<file path="config.mk">
export PLATFORM = sky130hd
export DESIGN_NAME = polygon_area_centroid
export DESIGN_NICKNAME = d
export VERILOG_FILES = /design/src/rtl/pac_pkg.sv /design/src/rtl/polygon_area_centroid.sv /design/src/rtl/pac_ctrl.sv /design/src/rtl/pac_datapath.sv
export SDC_FILE = /design/constraint.sdc
export NUM_CORES = 2
export LEC_CHECK = 0
export BUFFER_PORTS_ARGS = -buffer_cell sky130_fd_sc_hd__buf_2
export CAP_MARGIN = 10
export CORE_MARGIN = 2
export CORE_UTILIZATION = 45
export CTS_BUF_LIST = sky130_fd_sc_hd__clkbuf_8
export DETAILED_ROUTE_END_ITERATION = 8
export GPL_TIMING_DRIVEN = 0
export PLACE_DENSITY_LB_ADDON = 0.12
export SLEW_MARGIN = 0
export SYNTH_ARGS = -nofsm -noshare
export SYNTH_HDL_FRONTEND = slang
export SYNTH_SLANG_ARGS = --single-unit
</file>
<file path="constraint.sdc">
create_clock -name clk -period 10.3 [get_ports clk]
set_input_delay 2.06 -clock clk [delete_from_list [all_inputs] [get_ports clk]]
set_output_delay 2.06 -clock clk [all_outputs]
set_load 0.1 [all_outputs]
</file>
<file path="src/rtl/pac_pkg.sv">
// ----------------------------------------------------------------------------
// pac_pkg
// shared types and constants of the polygon area and centroid block
// ----------------------------------------------------------------------------
package pac_pkg;

  localparam int COORD_W      = 12;
  localparam int CFG_W        = 13;
  localparam int CNT_W        = 13;
  localparam int MAX_VERTICES = 4096;
  localparam int FRAC_BITS    = 8;
  localparam int FIX_W        = 20;
  localparam int AREA_W       = 26;
  localparam int CROSS_W      = 40;
  localparam int CSUM_W       = 52;
  localparam int COORD_SUM_W  = 24;
  localparam int DIV_W        = 42;
  localparam int STEP_W       = 5;
  localparam int DIV_STEPS    = FIX_W;
  localparam int INT_SHIFT    = FIX_W - FRAC_BITS;

  typedef enum logic [2:0] {
    ST_IDLE,
    ST_MAC,
    ST_CLOSE,
    ST_CMAC,
    ST_DIV_LOAD,
    ST_DIV_RUN,
    ST_DIV_STORE,
    ST_EMIT
  } state_t;

  typedef enum logic [1:0] {
    DIV_CX,
    DIV_CY,
    DIV_MX,
    DIV_MY
  } div_sel_t;

  typedef enum logic {
    CFG_IMAGE_WIDTH,
    CFG_IMAGE_HEIGHT
  } cfg_reg_t;

  typedef struct packed {
    logic     accept;
    logic     close;
    logic     mac_en;
    logic     div_load;
    logic     div_step;
    logic     div_store;
    div_sel_t div_sel;
    logic     emit;
  } cmd_t;

  typedef struct packed {
    logic take_edge;
    logic multi;
    logic few;
    logic out_busy;
  } status_t;

endpackage

</file>
<file path="src/rtl/polygon_area_centroid.sv">
// ----------------------------------------------------------------------------
// polygon_area_centroid
// shoelace area, centroid and vertex mean of a polygon streamed vertex by vertex
// ----------------------------------------------------------------------------
// vertices come in one word at a time, the last one flagged. each vertex after
// the first registers the cross product from the previous vertex, then holds
// in_stall for the multiply-accumulate of the centroid sums; the first vertex
// and vertices past the 4096 limit skip the multiply-accumulate. the flagged
// word closes the polygon: the closing edge's cross product and, past one
// vertex, its multiply-accumulate, then four divisions one after another on
// one shared restoring divider (load, a 20-bit quotient, store), then the
// result word is loaded; with fewer than three vertices no division is run.
// a finished result sits in the output register; new vertices are taken while
// it waits, and only the next polygon's emit waits for it to be taken.
// centroid and mean are unsigned q12.8, the centroid divides by the signed area
// so a clockwise or counter-clockwise order gives the same point.
// config writes (image width, image height) are always ready and should only
// be issued while no polygon is in flight.
// ----------------------------------------------------------------------------
module polygon_area_centroid (
  input  logic                        clk,
  input  logic                        rst_n,
  // vertex words
  input  logic                        in_valid,
  output logic                        in_stall,
  input  logic [pac_pkg::COORD_W-1:0] in_vertex_x,
  input  logic [pac_pkg::COORD_W-1:0] in_vertex_y,
  input  logic                        in_last_vertex,
  // result words
  output logic                        out_valid,
  input  logic                        out_stall,
  output logic [pac_pkg::AREA_W-1:0]  out_area_doubled,
  output logic [pac_pkg::FIX_W-1:0]   out_centroid_x,
  output logic [pac_pkg::FIX_W-1:0]   out_centroid_y,
  output logic [pac_pkg::FIX_W-1:0]   out_mean_x,
  output logic [pac_pkg::FIX_W-1:0]   out_mean_y,
  output logic                        out_touches_border,
  output logic                        out_too_few_vertices,
  output logic                        out_zero_area,
  output logic                        out_count_overflow,
  // configuration
  input  logic                        cfg_valid,
  output logic                        cfg_ready,
  input  logic [0:0]                  cfg_index,
  input  logic [pac_pkg::CFG_W-1:0]   cfg_data
);

  pac_pkg::cmd_t    cmd;
  pac_pkg::status_t status;

  // registers take a write in any cycle
  assign cfg_ready = 1'b1;

  // sequencer
  pac_ctrl u_ctrl (
    .clk            (clk),
    .rst_n          (rst_n),
    .in_valid       (in_valid),
    .in_last_vertex (in_last_vertex),
    .in_stall       (in_stall),
    .status         (status),
    .cmd            (cmd)
  );

  // accumulators, divider and output register
  pac_datapath u_dp (
    .clk                  (clk),
    .rst_n                (rst_n),
    .cmd                  (cmd),
    .status               (status),
    .cfg_valid            (cfg_valid),
    .cfg_index            (cfg_index),
    .cfg_data             (cfg_data),
    .in_vertex_x          (in_vertex_x),
    .in_vertex_y          (in_vertex_y),
    .out_valid            (out_valid),
    .out_stall            (out_stall),
    .out_area_doubled     (out_area_doubled),
    .out_centroid_x       (out_centroid_x),
    .out_centroid_y       (out_centroid_y),
    .out_mean_x           (out_mean_x),
    .out_mean_y           (out_mean_y),
    .out_touches_border   (out_touches_border),
    .out_too_few_vertices (out_too_few_vertices),
    .out_zero_area        (out_zero_area),
    .out_count_overflow   (out_count_overflow)
  );

endmodule

</file>
<file path="src/rtl/pac_ctrl.sv">
// ----------------------------------------------------------------------------
// pac_ctrl
// sequencer: vertex accumulation, polygon close, shared divider passes, emit
// ----------------------------------------------------------------------------
module pac_ctrl (
  input  logic             clk,
  input  logic             rst_n,
  input  logic             in_valid,
  input  logic             in_last_vertex,
  output logic             in_stall,
  input  pac_pkg::status_t status,
  output pac_pkg::cmd_t    cmd
);

  pac_pkg::state_t   state_r, state_nxt;
  pac_pkg::div_sel_t sel_r, sel_nxt;
  logic [pac_pkg::STEP_W-1:0] step_r, step_nxt;
  logic last_r, last_nxt;
  logic accept;

  assign accept   = (state_r == pac_pkg::ST_IDLE) && in_valid;
  assign in_stall = (state_r != pac_pkg::ST_IDLE);

  always_ff @(posedge clk) begin
    if (!rst_n) begin
      state_r <= pac_pkg::ST_IDLE;
      sel_r   <= pac_pkg::DIV_CX;
      step_r  <= '0;
      last_r  <= 1'b0;
    end else begin
      state_r <= state_nxt;
      sel_r   <= sel_nxt;
      step_r  <= step_nxt;
      last_r  <= last_nxt;
    end
  end

  // next state
  always_comb begin
    state_nxt = state_r;
    sel_nxt   = sel_r;
    step_nxt  = step_r;
    last_nxt  = last_r;
    unique case (state_r)
      pac_pkg::ST_IDLE: begin
        if (accept) begin
          last_nxt = in_last_vertex;
          if (status.take_edge) begin
            state_nxt = pac_pkg::ST_MAC;
          end else if (in_last_vertex) begin
            state_nxt = pac_pkg::ST_CLOSE;
          end
        end
      end
      pac_pkg::ST_MAC: begin
        state_nxt = last_r ? pac_pkg::ST_CLOSE : pac_pkg::ST_IDLE;
      end
      pac_pkg::ST_CLOSE: begin
        state_nxt = status.multi ? pac_pkg::ST_CMAC : pac_pkg::ST_EMIT;
      end
      pac_pkg::ST_CMAC: begin
        sel_nxt   = pac_pkg::DIV_CX;
        state_nxt = status.few ? pac_pkg::ST_EMIT : pac_pkg::ST_DIV_LOAD;
      end
      pac_pkg::ST_DIV_LOAD: begin
        step_nxt  = '0;
        state_nxt = pac_pkg::ST_DIV_RUN;
      end
      pac_pkg::ST_DIV_RUN: begin
        step_nxt = step_r + 1'b1;
        if (step_r == pac_pkg::STEP_W'(pac_pkg::DIV_STEPS - 1)) begin
          state_nxt = pac_pkg::ST_DIV_STORE;
        end
      end
      pac_pkg::ST_DIV_STORE: begin
        if (sel_r == pac_pkg::DIV_MY) begin
          state_nxt = pac_pkg::ST_EMIT;
        end else begin
          sel_nxt   = pac_pkg::div_sel_t'(sel_r + 1'b1);
          state_nxt = pac_pkg::ST_DIV_LOAD;
        end
      end
      pac_pkg::ST_EMIT: begin
        if (!status.out_busy) begin
          state_nxt = pac_pkg::ST_IDLE;
        end
      end
      default: state_nxt = pac_pkg::ST_IDLE;
    endcase
  end

  // commands
  always_comb begin
    cmd           = '0;
    cmd.div_sel   = sel_r;
    cmd.accept    = accept;
    cmd.mac_en    = (state_r == pac_pkg::ST_MAC) || (state_r == pac_pkg::ST_CMAC);
    cmd.close     = (state_r == pac_pkg::ST_CLOSE);
    cmd.div_load  = (state_r == pac_pkg::ST_DIV_LOAD);
    cmd.div_step  = (state_r == pac_pkg::ST_DIV_RUN);
    cmd.div_store = (state_r == pac_pkg::ST_DIV_STORE);
    cmd.emit      = (state_r == pac_pkg::ST_EMIT) && !status.out_busy;
  end

endmodule

</file>
<file path="src/rtl/pac_datapath.sv">
// ----------------------------------------------------------------------------
// pac_datapath
// shoelace accumulators, config registers, shared restoring divider, output
// ----------------------------------------------------------------------------
module pac_datapath (
  input  logic                            clk,
  input  logic                            rst_n,
  input  pac_pkg::cmd_t                   cmd,
  output pac_pkg::status_t                status,
  input  logic                            cfg_valid,
  input  logic [0:0]                      cfg_index,
  input  logic [pac_pkg::CFG_W-1:0]       cfg_data,
  input  logic [pac_pkg::COORD_W-1:0]     in_vertex_x,
  input  logic [pac_pkg::COORD_W-1:0]     in_vertex_y,
  output logic                            out_valid,
  input  logic                            out_stall,
  output logic [pac_pkg::AREA_W-1:0]      out_area_doubled,
  output logic [pac_pkg::FIX_W-1:0]       out_centroid_x,
  output logic [pac_pkg::FIX_W-1:0]       out_centroid_y,
  output logic [pac_pkg::FIX_W-1:0]       out_mean_x,
  output logic [pac_pkg::FIX_W-1:0]       out_mean_y,
  output logic                            out_touches_border,
  output logic                            out_too_few_vertices,
  output logic                            out_zero_area,
  output logic                            out_count_overflow
);

  localparam int CW = pac_pkg::COORD_W;

  logic [pac_pkg::CFG_W-1:0] width_r, height_r;

  // polygon state
  logic [CW-1:0] first_x_r, first_y_r, prev_x_r, prev_y_r;
  logic [pac_pkg::CNT_W-1:0] count_r;
  logic signed [pac_pkg::CROSS_W-1:0] cross_sum_r;
  logic signed [pac_pkg::CSUM_W-1:0]  cx_sum_r, cy_sum_r;
  logic [pac_pkg::COORD_SUM_W-1:0]    sum_x_r, sum_y_r;
  logic border_r, overflow_r;

  // edge pipeline
  logic signed [2*CW:0] cross_r;
  logic [CW:0] sx_r, sy_r;

  // divider
  logic [pac_pkg::DIV_W-1:0] rem_r, md_r;
  logic [pac_pkg::FIX_W-1:0] sh_r, q_r;
  logic zero_r, sat_r;
  logic [pac_pkg::FIX_W-1:0] res_r [4];

  logic out_valid_r;

  logic take;
  logic [CW-1:0] bx, by;
  logic [2*CW-1:0] p1, p2;
  logic hit;

  assign take = (count_r < pac_pkg::CNT_W'(pac_pkg::MAX_VERTICES));
  assign status.take_edge = take && (count_r != '0);
  assign status.multi     = (count_r > pac_pkg::CNT_W'(1));
  assign status.few       = (count_r < pac_pkg::CNT_W'(3));
  assign status.out_busy  = out_valid_r && out_stall;

  // end point of the edge: new vertex, or first vertex when closing
  assign bx = cmd.close ? first_x_r : in_vertex_x;
  assign by = cmd.close ? first_y_r : in_vertex_y;
  assign p1 = prev_x_r * by;
  assign p2 = bx * prev_y_r;

  assign hit = (in_vertex_x == CW'(1)) || (in_vertex_y == CW'(1))
            || ((pac_pkg::CFG_W'(in_vertex_x) + pac_pkg::CFG_W'(2)) == width_r)
            || ((pac_pkg::CFG_W'(in_vertex_y) + pac_pkg::CFG_W'(2)) == height_r);

  // config registers
  always_ff @(posedge clk) begin
    if (!rst_n) begin
      width_r  <= pac_pkg::CFG_W'(1024);
      height_r <= pac_pkg::CFG_W'(768);
    end else if (cfg_valid) begin
      if (cfg_index == pac_pkg::CFG_IMAGE_WIDTH) begin
        width_r <= cfg_data;
      end else begin
        height_r <= cfg_data;
      end
    end
  end

  // edge cross product
  always_ff @(posedge clk) begin
    if (cmd.accept || cmd.close) begin
      cross_r <= $signed({1'b0, p1}) - $signed({1'b0, p2});
      sx_r    <= {1'b0, prev_x_r} + {1'b0, bx};
      sy_r    <= {1'b0, prev_y_r} + {1'b0, by};
    end
  end

  logic signed [2*CW+CW+2:0] mac_x, mac_y;
  assign mac_x = cross_r * $signed({1'b0, sx_r});
  assign mac_y = cross_r * $signed({1'b0, sy_r});

  // accumulators
  always_ff @(posedge clk) begin
    if (!rst_n || cmd.emit) begin
      first_x_r   <= '0;
      first_y_r   <= '0;
      prev_x_r    <= '0;
      prev_y_r    <= '0;
      count_r     <= '0;
      cross_sum_r <= '0;
      cx_sum_r    <= '0;
      cy_sum_r    <= '0;
      sum_x_r     <= '0;
      sum_y_r     <= '0;
      border_r    <= 1'b0;
      overflow_r  <= 1'b0;
    end else begin
      if (cmd.accept) begin
        if (take) begin
          if (hit) begin
            border_r <= 1'b1;
          end
          sum_x_r  <= sum_x_r + pac_pkg::COORD_SUM_W'(in_vertex_x);
          sum_y_r  <= sum_y_r + pac_pkg::COORD_SUM_W'(in_vertex_y);
          if (count_r == '0) begin
            first_x_r <= in_vertex_x;
            first_y_r <= in_vertex_y;
          end
          prev_x_r <= in_vertex_x;
          prev_y_r <= in_vertex_y;
          count_r  <= count_r + 1'b1;
        end else begin
          overflow_r <= 1'b1;
        end
      end
      if (cmd.mac_en) begin
        cross_sum_r <= cross_sum_r + pac_pkg::CROSS_W'(cross_r);
        cx_sum_r    <= cx_sum_r + pac_pkg::CSUM_W'(mac_x);
        cy_sum_r    <= cy_sum_r + pac_pkg::CSUM_W'(mac_y);
      end
    end
  end

  // divider operand selection
  logic signed [pac_pkg::CSUM_W-1:0] num;
  logic signed [pac_pkg::DIV_W-1:0]  den, cross_ext;
  logic [pac_pkg::CSUM_W-1:0] mn;
  logic [pac_pkg::DIV_W-1:0]  md;
  logic [pac_pkg::CSUM_W-1:0] mn_hi;

  assign cross_ext = pac_pkg::DIV_W'(cross_sum_r);

  always_comb begin
    case (cmd.div_sel)
      pac_pkg::DIV_CX: begin
        num = cx_sum_r;
        den = (cross_ext <<< 1) + cross_ext;
      end
      pac_pkg::DIV_CY: begin
        num = cy_sum_r;
        den = (cross_ext <<< 1) + cross_ext;
      end
      pac_pkg::DIV_MX: begin
        num = $signed(pac_pkg::CSUM_W'(sum_x_r));
        den = $signed(pac_pkg::DIV_W'(count_r));
      end
      default: begin
        num = $signed(pac_pkg::CSUM_W'(sum_y_r));
        den = $signed(pac_pkg::DIV_W'(count_r));
      end
    endcase
  end

  assign mn    = num[pac_pkg::CSUM_W-1] ? pac_pkg::CSUM_W'(-num) : pac_pkg::CSUM_W'(num);
  assign md    = den[pac_pkg::DIV_W-1] ? pac_pkg::DIV_W'(-den) : pac_pkg::DIV_W'(den);
  assign mn_hi = mn >> pac_pkg::INT_SHIFT;

  // restoring step
  logic [pac_pkg::DIV_W:0] rem_sh, rem_sub;
  logic ge;
  assign rem_sh  = {rem_r, sh_r[pac_pkg::FIX_W-1]};
  assign ge      = (rem_sh >= {1'b0, md_r});
  assign rem_sub = rem_sh - {1'b0, md_r};

  always_ff @(posedge clk) begin
    if (cmd.div_load) begin
      md_r   <= md;
      rem_r  <= pac_pkg::DIV_W'(mn_hi);
      sh_r   <= pac_pkg::FIX_W'(mn[pac_pkg::INT_SHIFT-1:0]) << pac_pkg::FRAC_BITS;
      q_r    <= '0;
      // divisor zero, or operands of opposite sign
      zero_r <= (md == '0) || ((mn != '0)
                && (num[pac_pkg::CSUM_W-1] != den[pac_pkg::DIV_W-1]));
      sat_r  <= (mn_hi >= pac_pkg::CSUM_W'(md));
    end else if (cmd.div_step) begin
      rem_r <= ge ? rem_sub[pac_pkg::DIV_W-1:0] : rem_sh[pac_pkg::DIV_W-1:0];
      sh_r  <= sh_r << 1;
      q_r   <= {q_r[pac_pkg::FIX_W-2:0], ge};
    end
    if (cmd.div_store) begin
      res_r[cmd.div_sel] <= zero_r ? '0 : (sat_r ? '1 : q_r);
    end
  end

  // result word
  logic [pac_pkg::CROSS_W-1:0] area_mag;
  logic [pac_pkg::AREA_W-1:0]  area_sat;
  logic few;
  assign few      = status.few;
  assign area_mag = cross_sum_r[pac_pkg::CROSS_W-1] ? pac_pkg::CROSS_W'(-cross_sum_r)
                                                     : pac_pkg::CROSS_W'(cross_sum_r);
  assign area_sat = (|area_mag[pac_pkg::CROSS_W-1:pac_pkg::AREA_W]) ? '1
                                                                    : area_mag[pac_pkg::AREA_W-1:0];

  always_ff @(posedge clk) begin
    if (!rst_n) begin
      out_valid_r <= 1'b0;
    end else if (cmd.emit) begin
      out_valid_r <= 1'b1;
    end else if (!out_stall) begin
      out_valid_r <= 1'b0;
    end
  end

  always_ff @(posedge clk) begin
    if (cmd.emit) begin
      out_area_doubled     <= few ? '0 : area_sat;
      out_centroid_x       <= few ? '0 : res_r[pac_pkg::DIV_CX];
      out_centroid_y       <= few ? '0 : res_r[pac_pkg::DIV_CY];
      out_mean_x           <= few ? '0 : res_r[pac_pkg::DIV_MX];
      out_mean_y           <= few ? '0 : res_r[pac_pkg::DIV_MY];
      out_touches_border   <= border_r;
      out_too_few_vertices <= few;
      out_zero_area        <= !few && (cross_sum_r == '0);
      out_count_overflow   <= overflow_r;
    end
  end

  assign out_valid = out_valid_r;

endmodule

</file>
==> flow_summary.json <==
{
  "fp.dieH_um": 424,
  "stdcell_count": 11629,
  "drcViolationCount": 0,
  "finalMaxSlewViolations": 0,
  "cts_buffers": 120,
  "clk_pin_slew_ns": 0.07,
  "crit_path_start_kind": "register",
  "r2r-end": "u_dp.cy_sum_r[50]$_SDFFE_PP0P_",
  "syn_nets": 10615,
  "antenna_found_initial": 20,
  "maxCapViolCount": 0,
  "drtPass1Iterations": 6,
  "rows": 154,
  "cts_tree": "yes",
  "timing.final.crit_share_pct": 95.3,
  "first_iter_violations": 5035,
  "cp_common_cell": "fa_1",
  "synth_cells": 8884,
  "top_layer": "met5",
  "fmax_mhz": 102,
  "ys_ff_latch": 652,
  "grt_max_degree": 81,
  "drive_gt1_share_pct": 4.98,
  "wl_met2_um": 125000,
  "grt_pass1_vias": 64903,
  "ant_nets": 0,
  "gp_congestion": 0.971,
  "relSlewSlack_pct": 13.8,
  "yosysWarnings": 0,
  "die_x_um": 424,
  "max_stage_delay_ns": 0.73,
  "wl_met1_um": 110000,
  "hold_buffers": 0,
  "crit_slowest_cell": "or4b_2",
  "critPathMaxFanout": 10,
  "io_pins": 157,
  "area_growth_pct": 8.30,
  "crit-reg2reg-launch": "u_dp.cross_r[24]$_DFFE_PP_",
  "dp_hpwl_um": 219000,
  "routed_wl_um": 265000,
  "coreArea_um2": 176000,
  "cp-end-kind": "register",
  "dieArea_um2": 180000,
  "htreeDepth": 3,
  "worstHoldPathCells": 2,
  "synthDistinctLibCells": 105,
  "holdCritStartpoint": "u_dp.q_r[19]$_SDFFE_PP0P_",
  "rsz0062_at_grt": "false",
  "clock_path_buffers": 3,
  "setup_slack_ns": 0.482,
  "synth_flop_cell": "edfxtp_1",
  "arrival_ns": 10.61,
  "initial_core_util_pct": 45.2,
  "max_slew.worst_pin.slew_ns": 1.29,
  "yosysSeqAreaShare_pct": 20.7,
  "grt_first_pass_wirelength_um": 401000,
  "status": "complete, no violations",
  "post-route-util_pct": 49.0,
  "critPathKind": "reg2reg",
  "cts-root-buf": "clkbuf_8",
  "synth-async-reset-ratio_pct": 0,
  "port_buffers": 155,
  "reg2regPathDepth": 28,
  "nNetsFinal": 10907,
  "met3_length_um": 16900,
  "wire_per_inst_um": 22.8,
  "hp-class": "reg2reg",
  "grt_usage_pct": 29.6,
  "via_count": 63626,
  "min_to": "u_dp.q_r[19]$_SDFFE_PP0P_",
  "drt-vias-per-instance": 5.47,
  "hold_viol_final": 0,
  "grt-ovfl-total": 0,
  "crit_required_ns": 11.09,
  "dp.cells": 11391,
  "avgSynthCellArea_um2": 8.95,
  "clk_latency_ns": 1.00,
  "r2r_slack_ns": 0.48,
  "cts_sinks": 652,
  "dp_worst_setup_slack_ns": -0.270,
  "clock-skew-final_ns": 0.0980,
  "synth_enable_flop_cells": 337,
  "finalCriticalPeriod_ns": 9.82,
  "setup_viol": 0,
  "synthesis.area_um2": 79500
}
## repair_timing
item,CTS,global route
gates resized for setup,0,6
endpoints found under the setup margin,6,3
buffers inserted,2,0
## area by class of cell
type	instances	area, um2
Inverter	1483	5570
Multi-Input combinational cell	6353	56000
Timing Repair Buffer	171	1030
Clock inverter	87	701
Sequential cell	652	16400
Tap cell	2340	2930
Fill cell	17180	89800
Antenna cell	11	27.5
Clock buffer	137	1890
Buffer	395	1510
## critical path: cells and delay by family (launching register included)
| family | cells | cell delay, ns |
|---|---|---|
| adder cells (fa/ha/maj) | 7 | 3.49 |
| AO/OA/AOI/OAI | 6 | 1.93 |
| AND/OR/NAND/NOR | 6 | 1.84 |
| buffers and inverters | 8 | 1.82 |
| flip-flops | 1 | 0.37 |
| XOR/XNOR | 1 | 0.16 |
## Yosys cell counts, drive strengths merged (24+ instances only)
library cell / n / area [um2]
inv: 1483 / 5570
nand2: 1256 / 4710
fa: 1105 / 22100
ha: 582 / 7280
and2: 524 / 3280
a21oi: 522 / 2630
clkbuf: 361 / 1360
edfxtp: 337 / 10100
nor2: 332 / 1250
dfxtp: 315 / 6310
o21ai: 304 / 1530
xnor2: 271 / 2370
a21o: 128 / 961
xor2: 122 / 1070
nand3: 103 / 515
nor2b: 90 / 563
nor3: 76 / 385
a31oi: 67 / 419
nand4: 60 / 375
mux2i: 58 / 581
nand2b: 53 / 339
or3: 50 / 313
a21boi: 48 / 364
a211oi: 45 / 350
and3: 42 / 263
o21bai: 38 / 285
o21a: 37 / 278
nor4: 36 / 259
buf: 35 / 148
a22oi: 33 / 248
o31ai: 32 / 254
mux2: 26 / 293
or4: 26 / 199
o211ai: 25 / 188
or2: 24 / 150
## cell families after synthesis
| kind of cell | count (synthesis) | share of synthesized area [%] |
|---|---|---|
| AND/OR/NAND/NOR | 2729 | 16.5 |
| buffers and inverters | 1879 | 8.89 |
| adder cells (fa/ha/maj) | 1687 | 37.0 |
| AO/OA/AOI/OAI | 1459 | 11.6 |
| flip-flops | 652 | 20.7 |
| XOR/XNOR | 393 | 4.33 |
| multiplexers | 84 | 1.10 |
| other | 1 | 0.00472 |
## placed cells by master (no fill, tap or decap), types with 44 or more instances in the layout
master    synthesis  final
dfxtp_1         315    315
clkbuf_8          0    137
and2_1          524    523
nand2b_1         52     51
nor3_1           75     75
edfxtp_1        337    337
or3_1            50     50
a211oi_1         44     44
inv_1          1482   1519
o21ai_0         296    296
fa_1           1105   1105
mux2i_1          58     57
xor2_1          122    122
a21boi_0         46     46
nand2_1        1256   1255
buf_2            10    165
clkbuf_1        359    356
nand3_1         103    103
nor2b_1          90     90
a31oi_1          67     67
ha_1            582    582
nor2_1          332    332
nand4_1          60     60
a21oi_1         520    520
a21o_1          128    128
xnor2_1         271    271
## routing by layer
| layer | track usage, % | vias to the layer above |
|---|---|---|
| li1 | - | 29247 |
| met1 | 38.3 | 31920 |
| met2 | 49.1 | 2030 |
| met3 | 4.85 | 421 |
| met4 | 12.9 | 8 |
| met5 | 0 | - |
## stage by stage
stage / setup TNS (ns) / hold slack (ns) / area, um2
after global routing: 0 / 0.479 / 86100
final: 0 / 0.454 / 86100
after global placement: -5.00 / 0.440 / 83200
after floorplan: 0 / 0.409 / 79500
after detailed placement: -0.687 / 0.443 / 83500
after CTS: 0 / 0.455 / 86100
## state kept, by name, indices dropped and copies added, names as in the netlist, 24 cells and up
name	count
u_dp.res_r	80
u_dp.cx_sum_r	52
u_dp.cy_sum_r	52
u_dp.md_r	42
u_dp.rem_r	42
u_dp.cross_sum_r	40
u_dp.out_area_doubled	26
u_dp.cross_r	25
u_dp.sum_x_r	24
u_dp.sum_y_r	24
## worst max path at each step
stage / from / endpoint / slack, ns / cells after the start
4_1_cts: u_ctrl.state_r[0]$_SDFFE_PN0P_ / u_dp.cross_r[24]$_DFFE_PP_ / 0.19 / 32
3_3_place_gp: u_dp.cross_r[24]$_DFFE_PP_ / u_dp.cy_sum_r[50]$_SDFFE_PP0P_ / -0.84 / 27
3_5_place_dp: u_dp.cross_r[24]$_DFFE_PP_ / u_dp.cy_sum_r[50]$_SDFFE_PP0P_ / -0.27 / 27
6_report: u_dp.cross_r[24]$_DFFE_PP_ / u_dp.cy_sum_r[50]$_SDFFE_PP0P_ / 0.48 / 28
2_1_floorplan: in_vertex_y[1] / u_dp.cross_r[24]$_DFFE_PP_ / 1.54 / 30
5_1_grt: u_dp.cross_r[24]$_DFFE_PP_ / u_dp.cx_sum_r[51]$_SDFFE_PP0P_ / 0.08 / 26
Power is left out: the tool's default activity adds up to more than one toggle a clock period on the data nets, which glitch-free logic cannot reach.
